===== config.mk =====
export PLATFORM = sky130hd
export DESIGN_NAME = decimal_digit_query_unit_core
export DESIGN_NICKNAME = d
export VERILOG_FILES = /design/src/hdl/ddq_pkg.sv /design/src/hdl/ddq_ctrl.sv /design/src/hdl/ddq_datapath.sv /design/src/hdl/decimal_digit_query_unit_core.sv
export SDC_FILE = /design/constraint.sdc
export NUM_CORES = 1
export LEC_CHECK = 0
export BUFFER_PORTS_ARGS = -buffer_cell sky130_fd_sc_hd__buf_2
export CORE_UTILIZATION = 45
export CTS_BUF_LIST = sky130_fd_sc_hd__clkbuf_4 sky130_fd_sc_hd__clkbuf_8
export DETAILED_ROUTE_END_ITERATION = 12
export GPL_TIMING_DRIVEN = 0
export HOLD_SLACK_MARGIN = 0.03
export PLACE_DENSITY_LB_ADDON = 0.12
export RECOVER_POWER = 100
export SYNTH_ARGS = -nofsm -noshare
export SYNTH_HDL_FRONTEND = slang
export SYNTH_SLANG_ARGS = --single-unit
export TNS_END_PERCENT = 20

===== constraint.sdc =====
create_clock -name clk -period 3.1 [get_ports clk]
set_input_delay 0.31 -clock clk [delete_from_list [all_inputs] [get_ports clk]]
set_output_delay 0.31 -clock clk [all_outputs]
set_load 0.05 [all_outputs]

===== src/hdl/ddq_pkg.sv =====
package ddq_pkg;

  localparam int NUM_W      = 31;
  localparam int POS_W      = 4;
  localparam int VAL_W      = 7;
  localparam int DIG_W      = 4;
  // 2^31-1 has ten decimal digits
  localparam int DEC_DIGITS = 10;
  localparam int BCD_W      = DEC_DIGITS * DIG_W;
  localparam int DIG_IDX_W  = $clog2(DEC_DIGITS);
  localparam int CNT_W      = $clog2(DEC_DIGITS + 1);
  localparam int STEP_W     = $clog2(NUM_W);
  localparam int MAX_DIGITS_DEF = 10;

  typedef enum logic [1:0] {
    OP_COUNT = 2'd0,
    OP_NTH   = 2'd1,
    OP_SUM   = 2'd2,
    OP_PAL   = 2'd3
  } ddq_op_t;

  typedef struct packed {
    ddq_op_t            opcode;
    logic [NUM_W-1:0]   number;
    logic [POS_W-1:0]   position;
  } ddq_in_t;

  typedef struct packed {
    logic [VAL_W-1:0]   value;
    logic               is_palindrome;
    logic               bad_position;
  } ddq_out_t;

  typedef struct packed {
    logic                 load;
    logic                 conv;
    logic                 scan;
    logic                 rev;
    logic                 finish;
    logic [DIG_IDX_W-1:0] idx;
  } ddq_cmd_t;

  typedef struct packed {
    logic [CNT_W-1:0] cnt;
  } ddq_stat_t;

endpackage


===== src/hdl/ddq_ctrl.sv =====
module ddq_ctrl
  import ddq_pkg::*;
#(
  parameter int MAX_DIGITS = MAX_DIGITS_DEF
) (
  input  logic      clk,
  input  logic      rst_n,
  input  logic      start,
  output logic      busy,
  input  ddq_stat_t stat,
  output ddq_cmd_t  cmd
);

  // digits actually examined
  localparam int LIM = (MAX_DIGITS < DEC_DIGITS) ? MAX_DIGITS : DEC_DIGITS;

  typedef enum logic [2:0] {
    S_IDLE,
    S_CONV,
    S_SCAN,
    S_REV,
    S_DONE
  } state_t;

  state_t            state_r;
  logic [STEP_W-1:0] step_r;
  logic              rev_last;

  assign rev_last = (stat.cnt == '0) ||
                    (step_r == STEP_W'(stat.cnt) - STEP_W'(1));

  always_ff @(posedge clk) begin
    if (!rst_n) begin
      state_r <= S_IDLE;
      step_r  <= '0;
    end else begin
      case (state_r)
        S_IDLE: begin
          step_r <= '0;
          if (start) state_r <= S_CONV;
        end
        S_CONV: begin
          if (step_r == STEP_W'(NUM_W - 1)) begin
            state_r <= S_SCAN;
            step_r  <= '0;
          end else begin
            step_r <= step_r + STEP_W'(1);
          end
        end
        S_SCAN: begin
          if (step_r == STEP_W'(LIM - 1)) begin
            state_r <= S_REV;
            step_r  <= '0;
          end else begin
            step_r <= step_r + STEP_W'(1);
          end
        end
        S_REV: begin
          if (rev_last) begin
            state_r <= S_DONE;
            step_r  <= '0;
          end else begin
            step_r <= step_r + STEP_W'(1);
          end
        end
        S_DONE: begin
          state_r <= S_IDLE;
        end
        default: begin
          state_r <= S_IDLE;
        end
      endcase
    end
  end

  always_comb begin
    cmd        = '0;
    cmd.load   = (state_r == S_IDLE) && start;
    cmd.conv   = (state_r == S_CONV);
    cmd.scan   = (state_r == S_SCAN);
    cmd.rev    = (state_r == S_REV) && (stat.cnt != '0);
    cmd.finish = (state_r == S_DONE);
    cmd.idx    = step_r[DIG_IDX_W-1:0];
  end

  assign busy = (state_r != S_IDLE);

endmodule


===== src/hdl/ddq_datapath.sv =====
module ddq_datapath
  import ddq_pkg::*;
(
  input  logic      clk,
  input  logic      rst_n,
  input  ddq_in_t   in_data,
  input  ddq_cmd_t  cmd,
  output ddq_stat_t stat,
  output logic      out_valid,
  output ddq_out_t  out_data
);

  ddq_op_t                            op_r;
  logic [POS_W-1:0]                   pos_r;
  logic [NUM_W-1:0]                   bin_r;
  logic [DEC_DIGITS-1:0][DIG_W-1:0]   bcd_r;
  logic [DEC_DIGITS-1:0][DIG_W-1:0]   rev_r;
  logic [CNT_W-1:0]                   cnt_r;
  logic [VAL_W-1:0]                   sum_r;
  logic [DIG_W-1:0]                   nth_r;
  logic                               out_valid_r;
  ddq_out_t                           out_data_r;

  logic [DEC_DIGITS-1:0][DIG_W-1:0]   adj;
  logic [BCD_W-1:0]                   adj_bits;
  logic [DEC_DIGITS-1:0][DIG_W-1:0]   bcd_nxt;
  logic [BCD_W-1:0]                   bcd_bits;
  logic [DEC_DIGITS-1:0]              nz_from;
  logic [DEC_DIGITS-1:0][DIG_W-1:0]   masked;
  logic [DIG_W-1:0]                   dig;
  logic                               bad;
  ddq_out_t                           res_nxt;

  // shift-add-3: fix up digits >= 5, then shift in the next binary bit
  always_comb begin
    for (int j = 0; j < DEC_DIGITS; j++) begin
      adj[j] = (bcd_r[j] >= DIG_W'(5)) ? bcd_r[j] + DIG_W'(3) : bcd_r[j];
    end
    adj_bits = adj;
    bcd_nxt  = {adj_bits[BCD_W-2:0], bin_r[NUM_W-1]};
  end

  assign dig = bcd_r[cmd.idx];

  // a digit position is seen while any digit at or above it is nonzero;
  // the scan length caps the count at the digit limit
  assign bcd_bits = bcd_r;

  always_comb begin
    for (int j = 0; j < DEC_DIGITS; j++) begin
      nz_from[j] = |(bcd_bits >> (j * DIG_W));
    end
  end

  always_comb begin
    for (int j = 0; j < DEC_DIGITS; j++) begin
      masked[j] = (CNT_W'(j) < cnt_r) ? bcd_r[j] : '0;
    end
  end

  always_comb begin
    bad     = (pos_r == '0) || (pos_r > POS_W'(cnt_r));
    res_nxt = '0;
    case (op_r)
      OP_COUNT: res_nxt.value = VAL_W'(cnt_r);
      OP_NTH: begin
        res_nxt.bad_position = bad;
        res_nxt.value        = bad ? '0 : VAL_W'(nth_r);
      end
      OP_SUM:   res_nxt.value = sum_r;
      OP_PAL:   res_nxt.is_palindrome = (rev_r == masked);
      default:  res_nxt = '0;
    endcase
  end

  always_ff @(posedge clk) begin
    if (cmd.load) begin
      op_r  <= in_data.opcode;
      pos_r <= in_data.position;
      bin_r <= in_data.number;
      bcd_r <= '0;
      rev_r <= '0;
      cnt_r <= '0;
      sum_r <= '0;
      nth_r <= '0;
    end
    if (cmd.conv) begin
      bcd_r <= bcd_nxt;
      bin_r <= {bin_r[NUM_W-2:0], 1'b0};
    end
    if (cmd.scan) begin
      sum_r <= sum_r + VAL_W'(dig);
      if (nz_from[cmd.idx]) cnt_r <= CNT_W'(cmd.idx) + CNT_W'(1);
      if ((pos_r != '0) && ((pos_r - POS_W'(1)) == POS_W'(cmd.idx))) nth_r <= dig;
    end
    if (cmd.rev) begin
      rev_r <= {rev_r[DEC_DIGITS-2:0], dig};
    end
    if (cmd.finish) out_data_r <= res_nxt;
  end

  always_ff @(posedge clk) begin
    if (!rst_n) begin
      out_valid_r <= 1'b0;
    end else begin
      out_valid_r <= cmd.finish;
    end
  end

  assign stat.cnt  = cnt_r;
  assign out_valid = out_valid_r;
  assign out_data  = out_data_r;

endmodule


===== src/hdl/decimal_digit_query_unit_core.sv =====
// Decimal digit query unit: one query per transfer, one result strobe per query.
// Steps: bit-serial binary to BCD conversion of all 31 bits, a scan of
// min(MAX_DIGITS,10) digits, a reverse pass over max(count,1) digits, a finish step.
// The next transfer is taken in the strobe cycle; no query is taken while busy,
// and the receiver cannot stall.
// Reset: synchronous active-low rst_n returns the controller to idle, no strobe.
module decimal_digit_query_unit_core
  import ddq_pkg::*;
#(
  parameter int MAX_DIGITS = MAX_DIGITS_DEF
) (
  input  logic     clk,
  input  logic     rst_n,
  input  logic     start,
  output logic     busy,
  input  ddq_in_t  in_data,
  output logic     out_valid,
  output ddq_out_t out_data
);

  ddq_cmd_t  cmd;
  ddq_stat_t stat;

  // Controller sequences: load -> convert (shift-add-3) -> scan digits for
  // count, sum and the selected digit -> rebuild the significant digits in
  // reverse order -> finish, which registers the answer and pulses out_valid.
  ddq_ctrl #(
    .MAX_DIGITS(MAX_DIGITS)
  ) u_ctrl (
    .clk   (clk),
    .rst_n (rst_n),
    .start (start),
    .busy  (busy),
    .stat  (stat),
    .cmd   (cmd)
  );

  // Datapath holds the operands, the BCD word, the running count and sum,
  // the reversed digits and the result register.
  ddq_datapath u_dp (
    .clk       (clk),
    .rst_n     (rst_n),
    .in_data   (in_data),
    .cmd       (cmd),
    .stat      (stat),
    .out_valid (out_valid),
    .out_data  (out_data)
  );

`ifndef SYNTHESIS
  a_strobe_single: assert property (@(posedge clk) disable iff (!rst_n)
    out_valid |=> !out_valid)
    else $error("result strobe longer than one cycle");

  a_start_busy: assert property (@(posedge clk) disable iff (!rst_n)
    (start && !busy) |=> busy)
    else $error("accepted transfer did not raise busy");

  a_strobe_idle: assert property (@(posedge clk) disable iff (!rst_n)
    out_valid |-> !busy)
    else $error("result strobe while still busy");

  a_bad_clean: assert property (@(posedge clk) disable iff (!rst_n)
    (out_valid && out_data.bad_position) |->
      (out_data.value == '0 && !out_data.is_palindrome))
    else $error("bad position with nonzero payload");

  a_pal_clean: assert property (@(posedge clk) disable iff (!rst_n)
    (out_valid && out_data.is_palindrome) |-> (out_data.value == '0))
    else $error("palindrome result with nonzero value");
`endif

endmodule


==> results of run 1 <==
## worst min-delay path, cell delays in order
cell and delay, ns:
buf_2 0.11, nand2_1 0.06, a21oi_1 0.05
## layout make-up
class                           count  area share (%)
Inverter                           44            1.71
Clock inverter                     15            2.46
Timing Repair Buffer               63            3.57
Multi-Input combinational cell    548            39.9
Clock buffer                       17            2.42
Buffer                             39            2.16
Sequential cell                   150            44.8
Tap cell                          229            2.96
## flip-flops by register name (all words and copies together), names as in the netlist
register / flops
u_ctrl.state_r: 3
u_ctrl.step_r: 5
u_dp.bcd_bits: 40
u_dp.bin_r: 31
u_dp.nth_r: 4
u_dp.op_r: 2
u_dp.out_data: 9
u_dp.out_valid: 1
u_dp.pos_r: 4
u_dp.rev_r: 40
u_dp.stat: 4
u_dp.sum_r: 7
## stage by stage
stage / hold WS [ns] / setup WS [ns] / TNS (ns) / cell area (sq um) / power [mW]
2_1_floorplan: 0.409 / 0.0528 / 0 / 8450 / 6.73
3_3_place_gp: 0.457 / -0.708 / -30.18 / 8980 / 7.92
3_5_place_dp: 0.463 / -0.771 / -2.78 / 9000 / 8.05
4_1_cts: 0.0664 / 0.00272 / 0 / 9630 / 10.0
5_1_grt: 0.0991 / -0.0685 / -0.163 / 9670 / 10.7
6_report: 0.0999 / 0.0703 / 0 / 9670 / 10.1
## timing repair
| action | CTS | global route |
|---|---|---|
| hold endpoints to repair | 6 | 0 |
| pin swaps | 0 | 2 |
| endpoints found under the setup margin | 6 | 44 |
| setup buffers | 4 | 2 |
| hold buffers | 6 | 0 |
| resized for setup | 20 | 12 |
## synth_stat cells, types with 5 or more instances
library cell,number
edfxtp_1,132
nor2_1,72
nand2_1,59
ha_1,45
inv_1,43
xnor2_1,42
a21oi_1,40
and3_1,36
a22o_1,31
o21ai_0,30
clkbuf_1,28
dfxtp_1,18
xor2_1,17
nand3_1,16
nor3_1,15
nand2b_1,12
a31oi_1,11
nor3b_1,10
nor2b_1,9
mux4_2,8
nand4_1,8
a22oi_1,7
buf_2,7
and2_1,6
mux2i_1,6
o32ai_1,5
## metal layers
| metal | global-route usage [%] | wire length (um) | up-vias |
|---|---|---|---|
| li1 | - | - | 3024 |
| met1 | 33.0 | 9920 | 3135 |
| met2 | 36.8 | 10100 | 214 |
| met3 | 4.52 | 1530 | 31 |
| met4 | 8.77 | 449 | 0 |
| met5 | 0 | 0 | - |
## cell families (layout without fill, tap and decap cells)
group	Yosys count	count (layout)	share of synthesized area, %
simple gates	265	265	15.8
compound gates	162	162	12.9
flops	150	150	51.2
buf+inv	83	178	3.93
xor+xnor	59	59	6.12
fa+ha+maj	46	46	6.90
mux	16	16	3.11
## power by group
group / total (mW) / switching (mW) / internal, mW
registers: 4.12 / 0.812 / 3.31
logic: 4.16 / 2.54 / 1.62
clock network: 1.78 / 0.866 / 0.916
total: 10.1 / 4.22 / 5.85
## path summary, 6_finish.rpt
| kind | endpoint | slack, ns | cells after the start |
|---|---|---|---|
| worst min-delay path | u_dp.bin_r[0] | 0.1 | 3 |
| worst max register to register | u_dp.sum_r[5] | 0.07 | 14 |
| worst min register to register | u_dp.nth_r[1] | 0.48 | 2 |
| worst max-delay path | u_dp.sum_r[5] | 0.07 | 14 |
==> results.py, run 1 <==
metrics = {
    "power_and_ir_drop": {
        "leakage_nw": 3.69,
        "powerDensity_nw_per_um2": 1040,
        "max-vdd-ir-drop_mv": 0.464,
    },
    "timing": {
        "hold_viol": 0,
        "worstMarginPinSlew_ns": 0.973,
        "rsz0062_at_grt": "true",
        "fin_crit_ns": 3.03,
        "skew_ns": 0.0122,
        "relSlewSlack_pct": 35.1,
        "final_max_slew_viol_count": 0,
        "setup-violations-final": 0,
        "finalCritPeriodShare_pct": 97.7,
        "timing.fmax_mhz": 330,
    },
    "critical_path": {
        "crit_buf_inv": 2,
        "crit_path_top_delay_cell": "mux4_2",
        "crit_required_ns": 3.31,
        "cp.arrival_ns": 3.24,
        "rr_startpoint": "u_ctrl.step_r[0]",
        "crit_start": "u_ctrl.step_r[0]",
        "path_common_cell": "nor2_1",
        "worstSetupPathType": "register to register",
        "critPathTopFamily": "compound AO/OA/AOI/OAI gates",
        "critPathMaxStageDelay_ns": 0.50,
        "cp_max_fo": 10,
        "cp_cell_sequence": "buf_12 -> mux4_2 -> nand2_1 -> o31a_1 -> nor2_1 -> a31oi_2 -> inv_2 -> ha_1 -> a21o_1 -> a21oi_1 -> nor2b_1 -> o21ai_1 -> xor2_1 -> nor2_1",
        "end_kind": "register",
        "start_kind": "register",
    },
    "yosys": {
        "yosys-top-cells-area": "edfxtp_1 (47%), ha_1 (6.7%), xnor2_1 (4.4%), dfxtp_1 (4.3%), a22o_1 (3.2%)",
        "synth_top_area_cell": "edfxtp_1",
        "syn_area_sq_um": 8450,
        "yosysTopAreaCellShare_pct": 46.9,
        "avgSynthCellArea_sq_um": 10.8,
        "syn-num-nets": 867,
        "synth_cell_types": 63,
        "async_flop_share_pct": 0,
        "ys.flop_type": "edfxtp_1",
        "netlist_instances": 781,
        "yosys_register_bits": 150,
        "synth_edf_count": 132,
        "yosys_warnings": 0,
        "synth_seq_area_share_pct": 51.2,
    },
    "global_route": {
        "overflow": 0,
        "grt_usage_pct": 23.7,
        "grt_pass1_wl_mm": 34.6,
        "first_global_vias": 6235,
        "antenna_found_initial": 0,
        "grt_max_degree": 71,
    },
    "finish": {
        "final_cells": 1105,
        "mostFrequentLayoutCell": "edfxtp_1",
        "drive_gt1_share_pct": 13.1,
        "mostFrequentLayoutCells": "edfxtp_1 (132), nor2_1 (72), nand2_1 (57)",
        "num-fill-cells": 1632,
        "antenna_cells": 0,
        "multiInputGateArea_sq_um": 3860,
        "finish.net_count": 949,
        "final_util_pct": 53.3,
        "ff_latch_area_sq_um": 4330,
        "area_growth_pct": 14.4,
    },
    "die": {
        "initial_utilization_pct": 46.5,
        "ios": 51,
        "core_area_sq_um": 18100,
        "rows": 49,
        "die-area_sq_um": 19300,
        "dieHeight_um": 139,
        "dieWidth_um": 139,
    },
    "status": {
        "status": "finished clean",
    },
    "clocking": {
        "worstSkewPairLatency_ns": 0.47,
        "htreeDepth": 4,
        "cts_root_buf": "clkbuf_8",
        "cts_buffers": 17,
        "cts.sinks": 150,
        "clk_pin_slew_ns": 0.09,
        "cts_tree": "built",
        "clk_path_buf_depth": 2,
    },
    "route": {
        "vias_per_cell": 5.80,
        "wirelength_mm": 22.0,
        "drt_pass1_iterations": 7,
        "post_drt_wl_per_cell_um": 19.9,
        "drt_iter0_drc": 589,
        "final_antenna_net_count": 0,
        "drc_errors": 0,
        "num_vias": 6404,
    },
    "min_path": {
        "hp-start": "in_data[4]",
        "hp-class": "primary input to register",
    },
    "job": {
        "maxCapViolations": 0,
    },
    "place": {
        "place.gp.congestion": 0.918,
        "portBuffers": 50,
        "placed_cells": 1061,
        "dp_hpwl_mm": 15.9,
    },
}
Note: power is estimated with default switching activity, not from simulation.
==> run 2, diff against run 1 <==
--- a/config.mk
+++ b/config.mk
@@ -6,7 +6,9 @@
 export NUM_CORES = 1
 export LEC_CHECK = 0
 export BUFFER_PORTS_ARGS = -buffer_cell sky130_fd_sc_hd__buf_2
-export CORE_UTILIZATION = 45
+export CELL_PAD_IN_SITES_DETAIL_PLACEMENT = 0
+export CELL_PAD_IN_SITES_GLOBAL_PLACEMENT = 2
+export CORE_UTILIZATION = 38
 export CTS_BUF_LIST = sky130_fd_sc_hd__clkbuf_4 sky130_fd_sc_hd__clkbuf_8
 export DETAILED_ROUTE_END_ITERATION = 12
 export GPL_TIMING_DRIVEN = 0
==> constraint.sdc (replaced) <==
create_clock -name clk -period 2.6 [get_ports clk]
set_input_delay 0.26 -clock clk [delete_from_list [all_inputs] [get_ports clk]]
set_output_delay 0.26 -clock clk [all_outputs]
set_load 0.05 [all_outputs]
==> run 2 against run 1 <==
  * The flow now finishes with violations (setup timing)
  * Critical path depth is 3 lower
  * Final area up 4.6%
  * Clock skew rose by 0.0028 ns
  * Count of clock-buffer cells in the layout grew 1
  * Cell count increased by 7.8%
  * Highest routed layer unchanged
  * Largest cell class unchanged
  * Combinational power increased by 41%
  * Flip-flop and latch count unchanged
==> results.py, run 2 (synthesized netlist as in run 1, its figures left out) <==
metrics = {
    "route": {
        "vias_per_cell": 5.46,
        "drc_errors": 0,
        "final_antenna_net_count": 0,
        "drt_pass1_iterations": 5,
        "num_vias": 6505,
        "post_drt_wl_per_cell_um": 20.3,
        "wirelength_mm": 24.2,
        "drt_iter0_drc": 503,
    },
    "place": {
        "portBuffers": 50,
        "place_area_sq_um": 9110,
        "dp_hpwl_mm": 17.2,
        "place.gp.congestion": 0.890,
        "detailedPlace.worstSlack_ns": -1.32,
    },
    "timing": {
        "timing.fmax_mhz": 343,
        "fin_crit_ns": 2.92,
        "skew_ns": 0.0151,
        "finalCritPeriodShare_pct": 112,
        "final_max_slew_viol_count": 0,
        "hold_viol": 0,
        "rsz0062_at_grt": "true",
        "setup-violations-final": 39,
        "worstMarginPinSlew_ns": 0.956,
        "relSlewSlack_pct": 36.0,
        "setup_ws_ns": -0.316,
    },
    "power_and_ir_drop": {
        "max-vdd-ir-drop_mv": 0.535,
        "leakage_nw": 3.87,
        "powerDensity_nw_per_um2": 1250,
        "p_int_mw": 7.20,
        "power_frac_clock_pct": 14.6,
        "swShare_pct": 42.8,
        "p_seq_share_pct": 38.8,
        "p_comb_share_pct": 46.6,
        "switchingPower_mw": 5.39,
    },
    "finish": {
        "finish.net_count": 984,
        "area_growth_pct": 19.8,
        "antenna_cells": 0,
        "final_util_pct": 46.3,
        "mostFrequentLayoutCell": "edfxtp_1",
        "fin_area_sq_um": 10100,
        "mostFrequentLayoutCells": "edfxtp_1 (132), nor2_1 (71), nand2_1 (56)",
        "drive_gt1_share_pct": 19.0,
    },
    "critical_path": {
        "path_common_cell": "nor2_1",
        "cp_cell_sequence": "mux4_2 -> nand2_1 -> o31a_1 -> nor2_1 -> a31oi_4 -> inv_2 -> fa_2 -> a21o_1 -> a21oi_2 -> xor2_1 -> nor2_1",
        "crit_buf_inv": 1,
        "rr_endpoint": "u_dp.sum_r[4]",
        "end_kind": "register",
        "critPathTopFamily": "compound AO/OA/AOI/OAI gates",
        "cp_max_fo": 5,
        "crit_start": "u_dp.bcd_bits[9]",
        "crit_path_top_delay_cell": "mux4_2",
        "worstSetupPathType": "register to register",
        "start_kind": "register",
        "critPathMaxStageDelay_ns": 0.51,
        "cp.arrival_ns": 3.13,
        "r2r_slack_ns": -0.32,
        "endpoint": "u_dp.sum_r[4]",
        "rr_startpoint": "u_dp.bcd_bits[9]",
        "crit_required_ns": 2.82,
        "worst-path-stages": 11,
        "rr_worst_depth": 11,
    },
    "clocking": {
        "clk_pin_slew_ns": 0.10,
        "cts_buffers": 17,
        "clk_path_buf_depth": 2,
        "cts.sinks": 150,
        "worstSkewPairLatency_ns": 0.47,
        "cts_root_buf": "clkbuf_8",
        "htreeDepth": 4,
        "cts_tree": "built",
    },
    "die": {
        "dieHeight_um": 151,
        "initial_utilization_pct": 38.7,
        "core_area_sq_um": 21800,
        "ios": 51,
        "dieWidth_um": 151,
        "rows": 54,
        "die-area_sq_um": 22800,
    },
    "global_route": {
        "antenna_found_initial": 0,
        "overflow": 0,
        "grt_usage_pct": 22.0,
        "grt_max_degree": 45,
        "first_global_vias": 6209,
        "grt_pass1_wl_mm": 36.8,
    },
    "min_path": {
        "hp-class": "primary input to register",
    },
    "status": {
        "violations": "setup timing",
        "status": "finished with violations",
    },
    "job": {
        "maxCapViolations": 0,
    },
}
run 2: worst min path at each step:
stage                      from       endpoint  cells after the start
floorplan           in_data[35]   u_dp.op_r[0]                      0
detailed placement   in_data[3]  u_dp.pos_r[3]                      1
finish               in_data[4]  u_dp.bin_r[0]                      3
global placement    in_data[35]   u_dp.op_r[0]                      1
CTS                  in_data[4]  u_dp.bin_r[0]                      3
global route         in_data[4]  u_dp.bin_r[0]                      3
run 2: what timing repair did:
item | in CTS | in global routing
gates resized for setup | 48 | 24
pin swaps | 15 | 6
hold endpoints to repair | 6 | 0
setup endpoints to repair | 103 | 55
setup buffers | 16 | 27
hold buffers | 6 | 0
run 2: metrics by stage:
| stage | total power [mW] | hold slack, ns | cells | setup TNS (ns) |
|---|---|---|---|---|
| floorplan | 8.03 | 0.359 | 781 | -3.50 |
| finish | 12.6 | 0.0529 | 1191 | -4.27 |
| detailed placement | 9.80 | 0.438 | 1113 | -16.69 |
| global route | 13.4 | 0.0506 | 1191 | -9.12 |
| CTS | 12.1 | 0.0407 | 1165 | -1.27 |
| global placement | 9.62 | 0.436 | 1111 | -102.87 |
run 2: area by class of cell:
cell class / instances / area (sq um)
timing repair buffer: 101 / 648
tap: 280 / 350
clock buffer: 18 / 241
fill: 2108 / 11700
inverter: 44 / 169
buffer: 36 / 201
sequential: 150 / 4330
clock inverter: 14 / 139
multi-input combinational: 548 / 4040
run 2: worst reg2reg max path: stages, from the launching register on:
cell and delay [ns]:
edfxtp_1 0.50, mux4_2 0.51, nand2_1 0.10, o31a_1 0.14, nor2_1 0.07, a31oi_4 0.25, inv_2 0.10, fa_2 0.40
a21o_1 0.18, a21oi_2 0.20, xor2_1 0.16, nor2_1 0.05
run 2: routing by layer:
metal  GRT usage [%]  vias up  part of all wire [%]
met5               0        -                     0
met3            3.80       19                   4.5
met1            32.3     3212                    48
met2            33.4      174                    46
met4            5.65        0                   1.2
li1                -     3100                     -
run 2: power by group through the flow:
| stage | logic, mW | registers, mW | clock network, mW |
|---|---|---|---|
| finish | 5.87 | 4.89 | 1.84 |
| global route | 6.49 | 4.99 | 1.95 |
| CTS | 5.42 | 4.86 | 1.86 |
| detailed placement | 4.87 | 4.93 | 0 |
| global placement | 4.65 | 4.96 | 0 |
| floorplan | 3.52 | 4.51 | 0 |
